## config.mk

```make
export PLATFORM = sky130hd
export DESIGN_NAME = c3x3_cell
export DESIGN_NICKNAME = d
export VERILOG_FILES = /design/src/sv/c3x3_pkg.sv /design/src/sv/c3x3_cell.sv
export SDC_FILE = /design/constraint.sdc
export NUM_CORES = 1
export LEC_CHECK = 0
export BUFFER_PORTS_ARGS = -buffer_cell sky130_fd_sc_hd__buf_2
export CAP_MARGIN = 40
export CORE_MARGIN = 1.5
export CORE_UTILIZATION = 65
export CTS_BUF_LIST = sky130_fd_sc_hd__clkbuf_8
export DETAILED_ROUTE_END_ITERATION = 8
export GPL_ROUTABILITY_DRIVEN = 0
export GPL_TIMING_DRIVEN = 0
export HOLD_SLACK_MARGIN = 0.02
export MAX_ROUTING_LAYER = met4
export PLACE_DENSITY = 0.83
export SYNTH_ARGS = -nofsm -noshare
export SYNTH_HDL_FRONTEND = slang
export SYNTH_SLANG_ARGS = --single-unit
```

## constraint.sdc

```tcl
create_clock -name clk -period 8.6 [get_ports clk]
set_input_delay 1.72 -clock clk [delete_from_list [all_inputs] [get_ports clk]]
set_output_delay 1.72 -clock clk [all_outputs]
set_load 0.02 [all_outputs]
```

## src/sv/c3x3_pkg.sv

```systemverilog
// Shared constants and types of the 3x3 clamped convolution block.
`timescale 1ns / 1ps
package c3x3_pkg;

  // Default geometry and coefficient format
  localparam int DEF_MAX_WIDTH  = 2048;
  localparam int DEF_MAX_HEIGHT = 4096;
  localparam int DEF_COEF_WIDTH = 16;
  localparam int FRAC_BITS      = 8;
  localparam int PIX_BITS       = 8;
  localparam logic [PIX_BITS-1:0] PIX_MAX = 8'd255;

  // Register file layout (64-bit registers at 8-byte spacing)
  localparam int CFG_DATA_W   = 64;
  localparam int CFG_ADDR_W   = 6;
  localparam int CFG_IDX_LSB  = 3;
  localparam int WIDTH_BITS   = 12;
  localparam int HEIGHT_BITS  = 13;
  localparam int KROW_BITS    = 48;
  localparam logic [WIDTH_BITS-1:0]  WIDTH_RST  = 12'd640;
  localparam logic [HEIGHT_BITS-1:0] HEIGHT_RST = 13'd480;

  typedef enum logic [CFG_ADDR_W-CFG_IDX_LSB-1:0] {
    CFG_WIDTH  = 3'd0,
    CFG_HEIGHT = 3'd1,
    CFG_KTOP   = 3'd2,
    CFG_KMID   = 3'd3,
    CFG_KBOT   = 3'd4
  } cfg_idx_t;

  // One window column: pixels from two rows above, one row above, current row
  typedef struct packed {
    logic [PIX_BITS-1:0] top;
    logic [PIX_BITS-1:0] mid;
    logic [PIX_BITS-1:0] bot;
  } pix_col_t;

  // Control handed to every cell of the window chain
  typedef struct packed {
    logic en;     // pipeline advances this cycle
    logic shift;  // a new column enters the window
  } cell_ctl_t;

endpackage

```

## src/sv/c3x3_cell.sv

```systemverilog
// One window column cell: holds three pixels, weights them, sums the column.
`timescale 1ns / 1ps
module c3x3_cell import c3x3_pkg::*; #(
  parameter int COEF_WIDTH = DEF_COEF_WIDTH
) (
  input  logic                         clk,
  input  cell_ctl_t                    ctl,
  input  pix_col_t                     col_in,
  input  logic signed [COEF_WIDTH-1:0] coef_top,
  input  logic signed [COEF_WIDTH-1:0] coef_mid,
  input  logic signed [COEF_WIDTH-1:0] coef_bot,
  output pix_col_t                     col_out,
  output logic signed [COEF_WIDTH+10:0] col_sum
);

  localparam int PW = COEF_WIDTH + PIX_BITS + 1;  // product width
  localparam int SW = PW + 2;                     // column sum width

  pix_col_t               pix_r;
  logic signed [PW-1:0]   prod_top_r, prod_mid_r, prod_bot_r;
  logic signed [PW-1:0]   prod_top_nxt, prod_mid_nxt, prod_bot_nxt;
  logic signed [SW-1:0]   sum_r, sum_nxt;

  // pixel times coefficient, pixel taken as a positive signed value
  assign prod_top_nxt = PW'(signed'({1'b0, pix_r.top})) * PW'(coef_top);
  assign prod_mid_nxt = PW'(signed'({1'b0, pix_r.mid})) * PW'(coef_mid);
  assign prod_bot_nxt = PW'(signed'({1'b0, pix_r.bot})) * PW'(coef_bot);

  assign sum_nxt = SW'(prod_top_r) + SW'(prod_mid_r) + SW'(prod_bot_r);

  // shift column, then products, then column sum, all on the pipeline enable
  always_ff @(posedge clk) begin
    if (ctl.en) begin
      if (ctl.shift) begin
        pix_r <= col_in;
      end
      prod_top_r <= prod_top_nxt;
      prod_mid_r <= prod_mid_nxt;
      prod_bot_r <= prod_bot_nxt;
      sum_r      <= sum_nxt;
    end
  end

  assign col_out = pix_r;
  assign col_sum = sum_r;

endmodule

```

# Word level (Yosys, flattened, before mapping)
# Cells that the tools add are included.
# word_totals
register_bits	126
in_bits	75
out_inout_bits	51
word_cells	13
# op_classes
add_sub_neg	2
mul	3
n_reduce_logical	1
# op_table
operator	count
multiplier 9 x 16 -> 25 bit	3
adder 26 x 25 -> 27 bit	1
adder 25 x 25 -> 26 bit	1
AND reduction 2 bit	1

# Logic depth before layout (Yosys ltp)
# Gate-level depths: netlist (run 1).
# logic_depth
word_depth	2
mapped_depth	19
mapped_depth_nobuf	18

# Worst setup path after synthesis (run 1)
# OpenSTA, ideal clock, no wires.
# synth_timing
path_type	input to register
start	in coef_mid[15]
end	reg prod_mid_r[24] (data pin)
setup_ns	0.285
t_arrival_ns	5.878
t_required_ns	8.315
slack_ns	2.437
cell_stages	16
path_buffers	1
cell_sequence	clkbuf_1 nand2_1 fa_1 inv_1 fa_1 fa_1 inv_1 fa_1 inv_1 ha_1 a21o_1 a21o_1 a21oi_1 and3b_1 a2111oi_0 o311ai_0
# synth_between
elab_chain_cells	1
# synth_rtl
element	line_no	text
from (decl)	c3x3_cell.sv:10	input logic signed [COEF_WIDTH-1:0] coef_mid,
multiplier 9 x 16 -> 25 bit	c3x3_cell.sv:26	assign prod_mid_nxt = PW'(signed'({1'b0, pix_r.mid})) * PW'(coef_mid);
net prod_mid_nxt[24]	c3x3_cell.sv:21	logic signed [PW-1:0] prod_top_nxt, prod_mid_nxt, prod_bot_nxt;
to (signal assigned)	c3x3_cell.sv:38	prod_mid_r <= prod_mid_nxt;
to (decl)	c3x3_cell.sv:20	logic signed [PW-1:0] prod_top_r, prod_mid_r, prod_bot_r;
# The timed path passes the listed nets, and every way through them passes these cells.
# A chain may end at the register's enable or synchronous reset.

# Worst setup path after layout (run 1)
# Ends and elaborated chain as after synthesis.

==> reports/qor.yml, run 1 <==
status: "finished, final reports clean"
dr.pass1.iters: 5
drv_slew: 0
root_buffer: "clkbuf_8"
initial_core_util: 0.660
tns_ns: 0
startpoint: "coef_mid[15]"
die_w_um: 176
synth_edf_count: 126
rows: 63
rsz0062_at_grt: "false"
synthArstFlopShare: 0
grt_pass1_vias: 14789
r2r_end: "prod_bot_r[21]"
path_clk_slew_ns: 0.08
seq_area_frac_synth: 0.194
viasPerCell: 5.56
hpwl_um: 34500
tightest_slew_ns: 0.667
min_period_over_period: 0.729
syn-num-nets: 2558
n_antenna_cell: 0
wl_per_cell_um: 16.4
crit_top_cell: "fa_1"
clkSinkCount: 126
reg2reg_depth: 17
path_class: "in2reg"
cts_resized: 0
dieHeight_um: 176
wirelength_um: 41300
via_count: 14008
grt-ovfl-total: 0
layout-drive-gt1-share: 0.0845
cts_setup_buffers: 0
synth.distinct_cells: 72
placed_area_um2: 20600
drt_iter0_markers: 846
cap_violations: 0
clock_path_buffers: 2
cts-buffers-inserted: 17
groute.usage.overall: 0.293
yosysWarnings: 0
fmax_mhz: 159
skew_ns: 0.0217
worstPathRequired_ns: 8.78
hold_buffers: 0
grt_max_degree: 54
nNetsFinal: 2702
crit_path_end_kind: "flop"
hold_depth: 2
min_to: "col_sum[1]"
num-fill-cells: 2114
clk-insertion-delay-late_ns: 0.46
critPathLaunchType: "input pin"
fin_util: 0.712
coreArea_um2: 29600
area_delta_synth_final_pct: 7.98
crit_slowest_cell: "fa_1"
synthCells: 1976
cts_max_level: 4
drc_errors: 0
port_buffers: 123
arrival_ns: 6.45
syn_area_um2: 19500
ys.flop_type: "edfxtp_1"
grt_pass1_wl_um: 69900
cts_tree: "yes"
ys_seq_elements: 126
cpPeakStageDelay_ns: 0.76
drtAntennaViolNets: 0
crit_fanout: 8
r2r_start: "col_out[2]"
slew_headroom: 0.555
period_minus_slack_ns: 6.27
stdcell_area_um2: 21100
dieArea_um2: 31000
setup_viol: 0
ioPinCount: 126
holdCritPathClass: "reg2reg"
hold_viol: 0
syn_area_per_cell_um2: 9.87
path_cells: "clkbuf_1 -> nand2_1 -> fa_1 -> inv_1 -> fa_1 -> fa_1 -> inv_1 -> fa_1 -> inv_1 -> ha_1 -> a21o_1 -> a21o_1 -> a21oi_1 -> and3b_1 -> a2111oi_0 -> o311ai_0"
antenna_found_initial: 1
min_from: "prod_top_r[1]"
r2r_slack_ns: 3.01
## layer usage
metal	up-vias	GRT usage	share of wire
li1	6417	-	-
met5	-	-	0
met2	458	0.499	0.51
met1	7045	0.367	0.41
met3	88	0.0329	0.054
met4	0	0.100	0.030
## cell families after synthesis
family          synth area share
simple gates               0.143
fa+ha+maj                  0.453
buf+inv                   0.0974
compound gates            0.0734
flops                      0.194
xor+xnor                  0.0382
mux                      0.00103
## state kept, by name (all words and copies together) (netlist names)
signal and count:
col_sum 27, col_out 24, prod_mid_r 25, prod_bot_r 25, prod_top_r 25
## stage by stage
step | setup slack (ns) | cells | hold slack (ns)
floorplan | 2.44 | 1976 | 0.680
global placement | 2.09 | 2489 | 0.736
detailed placement | 1.87 | 2491 | 0.779
CTS | 2.35 | 2521 | 0.810
global route | 2.03 | 2521 | 0.845
finish | 2.33 | 2521 | 0.809
## worst max path at each step
stage | to | slack (ns) | cells past startpoint
2_1_floorplan | prod_mid_r[24] | 2.44 | 16
3_3_place_gp | prod_mid_r[24] | 2.09 | 16
3_5_place_dp | prod_mid_r[24] | 1.87 | 16
4_1_cts | prod_mid_r[24] | 2.35 | 16
5_1_grt | prod_mid_r[24] | 2.03 | 16
6_report | prod_mid_r[24] | 2.33 | 16
## cell usage in the layout, fill, tap and decap left out, types with 12 or more instances in the layout
master / Yosys / final
clkbuf_1: 28 / 28
clkbuf_8: 0 / 17
xnor2_1: 60 / 60
nand2_1: 215 / 215
edfxtp_1: 126 / 126
xor2_1: 25 / 25
nor2_1: 36 / 36
fa_1: 332 / 332
buf_2: 0 / 122
inv_1: 469 / 469
o21ai_0: 26 / 26
and2_1: 212 / 212
nand3_1: 16 / 16
a21o_1: 30 / 30
ha_1: 175 / 175
o21a_1: 12 / 12
a21oi_1: 73 / 73
nor3_1: 14 / 14
## synthesized netlist by cell type, types with 3 or more instances
master / count / area [um^2]
a2111oi_0: 3 / 26.3
a211oi_1: 4 / 30.0
a21o_1: 30 / 225
a21oi_1: 73 / 365
a221oi_1: 3 / 26.3
a31oi_1: 9 / 56.3
and2_1: 212 / 1330
and2_2: 3 / 22.5
and3_1: 5 / 31.3
clkbuf_1: 28 / 105
edfxtp_1: 126 / 3780
fa_1: 332 / 6650
ha_1: 175 / 2190
inv_1: 469 / 1760
nand2_1: 215 / 807
nand2b_1: 7 / 43.8
nand3_1: 16 / 80.1
nand4_1: 9 / 56.3
nor2_1: 36 / 135
nor2b_1: 11 / 68.8
nor3_1: 14 / 70.1
nor3b_1: 3 / 22.5
nor4_1: 4 / 25.0
o211ai_1: 6 / 45.0
o21a_1: 12 / 90.1
o21ai_0: 26 / 130
o21bai_1: 9 / 67.6
xnor2_1: 60 / 526
xor2_1: 25 / 219
## layout make-up
cell class	instances	area, um^2	area share
tap	390	488	0.0232
sequential	126	3780	0.180
buffer	31	139	0.00660
timing repair buffer	125	661	0.0314
inverter	469	1760	0.0836
clock buffer	17	234	0.0111
clock inverter	13	174	0.00826
multi-input combinational	1350	13800	0.656
## worst max-delay path, delay by kind of cell
family | cells | cell delay, ns
AO/OA/AOI/OAI | 5 | 1.21
adder cells (fa/ha/maj) | 5 | 2.61
buffers and inverters | 4 | 0.48
AND/OR/NAND/NOR | 2 | 0.43
Power of run 1 is not shown: default switching activity piles up to over one toggle a cycle in this logic, so the estimate is an artifact.
==> run 2, diff against run 1 <==
CORE_UTILIZATION = 58   (was 65)
PLACE_DENSITY = 0.78   (was 0.83)
clock period = 5.2 ns   (was 8.6 ns; I/O delays follow)
==> run 2 against run 1 <==
Net effect: routed wire length increased by 1.1%; highest routed layer unchanged; largest cell class unchanged; global-route usage decreased by 3.1 points; critical endpoint is now prod_top_r[24]; worst setup slack got worse by 2.2 ns; die area increased by 12%; final area increased by 1.8%; critical path depth unchanged; count of clock-buffer cells in the layout unchanged; via count increased by 0.43%; cell count increased by 3.1%; worst hold slack got worse by 0.076 ns.
==> reports/qor.yml, run 2 (same netlist as run 1, synthesis figures left out) <==
grt_max_degree: 61
fin_util: 0.654
crit_slowest_cell: "fa_2"
crit_top_cell: "inv_1"
area_delta_synth_final_pct: 9.97
setup_viol: 0
mostFrequentLayoutCells: "inv_1 (473), fa_1 (329), nand2_1 (215)"
grt_pass1_vias: 14958
nNetsFinal: 2726
hold_viol: 0
largest_reg_flops: 27
critPathLaunchType: "input pin"
drc_errors: 0
path_class: "in2reg"
cts_max_level: 4
cpPeakStageDelay_ns: 0.61
worstPathRequired_ns: 5.37
die_w_um: 186
root_buffer: "clkbuf_8"
grt-ovfl-total: 0
rows: 66
min_period_over_period: 0.970
clock_path_buffers: 2
antenna_found_initial: 0
dieArea_um2: 34700
dr.pass1.iters: 6
coreArea_um2: 32800
clk-insertion-delay-late_ns: 0.47
holdCritPathClass: "in2reg"
clkSinkCount: 126
crit_fanout: 8
tightest_slew_ns: 0.654
period_minus_slack_ns: 5.04
viasPerCell: 5.41
arrival_ns: 5.21
wirelength_um: 41700
dieHeight_um: 186
crit_path_end_kind: "flop"
cap_violations: 0
initial_core_util: 0.595
layout_commonest_cell: "inv_1"
ioPinCount: 126
fmax_mhz: 198
slew_headroom: 0.564
wl_per_cell_um: 16.1
grt_pass1_wl_um: 70800
path_buf_inv: 4
critPathTopFamily: "adder cells"
cts-buffers-inserted: 17
path_cells: "buf_2 -> nand2_1 -> fa_2 -> inv_1 -> fa_2 -> inv_1 -> fa_1 -> inv_1 -> fa_1 -> ha_2 -> nand2_1 -> nand2b_1 -> a21o_1 -> and3_1 -> a2111oi_2 -> o211ai_1"
cts_tree: "yes"
groute.usage.overall: 0.262
drtAntennaViolNets: 0
path_clk_slew_ns: 0.09
skew_ns: 0.0207
drv_slew: 0
layout-drive-gt1-share: 0.112
port_buffers: 123
hpwl_um: 34300
via_count: 14068
drt_iter0_markers: 793
status: "finished, final reports clean"
==> run 2: cell count changes in the layout (fill, tap and decap cells not counted), moves of 3 or more <==
cell | previous run | this run
buf_4 | 2 | 26
clkbuf_1 | 28 | 8
clkbuf_2 | 0 | 14
a21oi_1 | 73 | 67
a21oi_2 | 1 | 7
clkbuf_4 | 0 | 4
inv_1 | 469 | 473
fa_1 | 332 | 329
fa_2 | 0 | 3
==> run 2: cell type report <==
| class | instances | area, um^2 |
|---|---|---|
| Antenna cell | 1 | 2.50 |
| Clock inverter | 15 | 181 |
| Buffer | 31 | 174 |
| Clock buffer | 17 | 234 |
| Fill cell | 2607 | 11300 |
| Inverter | 469 | 1760 |
| Sequential cell | 126 | 3780 |
| Tap cell | 442 | 553 |
| Timing Repair Buffer | 149 | 841 |
| Multi-Input combinational cell | 1350 | 13900 |
==> run 2: repair_timing <==
action	in CTS	in global routing
setup buffers	11	13
gates cloned	0	0
endpoints found under the setup margin	21	20
resized for setup	21	29
pin swaps	2	5
hold buffers	0	0
==> run 2: path summary, 6_finish.rpt <==
| path | from | to | slack (ns) | cells after the start |
|---|---|---|---|---|
| worst max-delay path | coef_top[15] | prod_top_r[24] | 0.16 | 16 |
| worst min-delay path | col_in[2] | col_out[2] | 0.73 | 1 |
| worst max register to register | col_out[20] | prod_top_r[24] | 0.21 | 15 |
| worst min register to register | prod_top_r[1] | col_sum[1] | 0.77 | 2 |
==> run 2: per-stage QoR <==
step                      setup slack (ns)  hold WS [ns]  area, um^2  instances  setup TNS, ns
after floorplan                     0.0180         0.680       19500       1976              0
after global placement              -0.555         0.729       20700       2541          -5.12
after detailed placement            -0.601         0.767       20700       2543          -6.82
after CTS                          0.00767         0.715       21300       2586              0
after global routing               -0.0172         0.713       21400       2599        -0.0192
final                                0.156         0.733       21400       2600              0
==> run 2: routing by layer <==
metal | part of all wire | track usage
met1 | 0.41 | 0.331
met2 | 0.50 | 0.441
met3 | 0.057 | 0.0337
met4 | 0.028 | 0.0826
met5 | 0 | -
==> run 2: worst reg2reg max path, delay by kind of cell (launching register included) <==
kind | cells | cell delay [ns]
adder cells (fa/ha/maj) | 5 | 2.38
AO/OA/AOI/OAI | 3 | 0.81
AND/OR/NAND/NOR | 4 | 0.58
flip-flops | 1 | 0.52
buffers and inverters | 3 | 0.43
Power of run 2 is left out for the same reason.
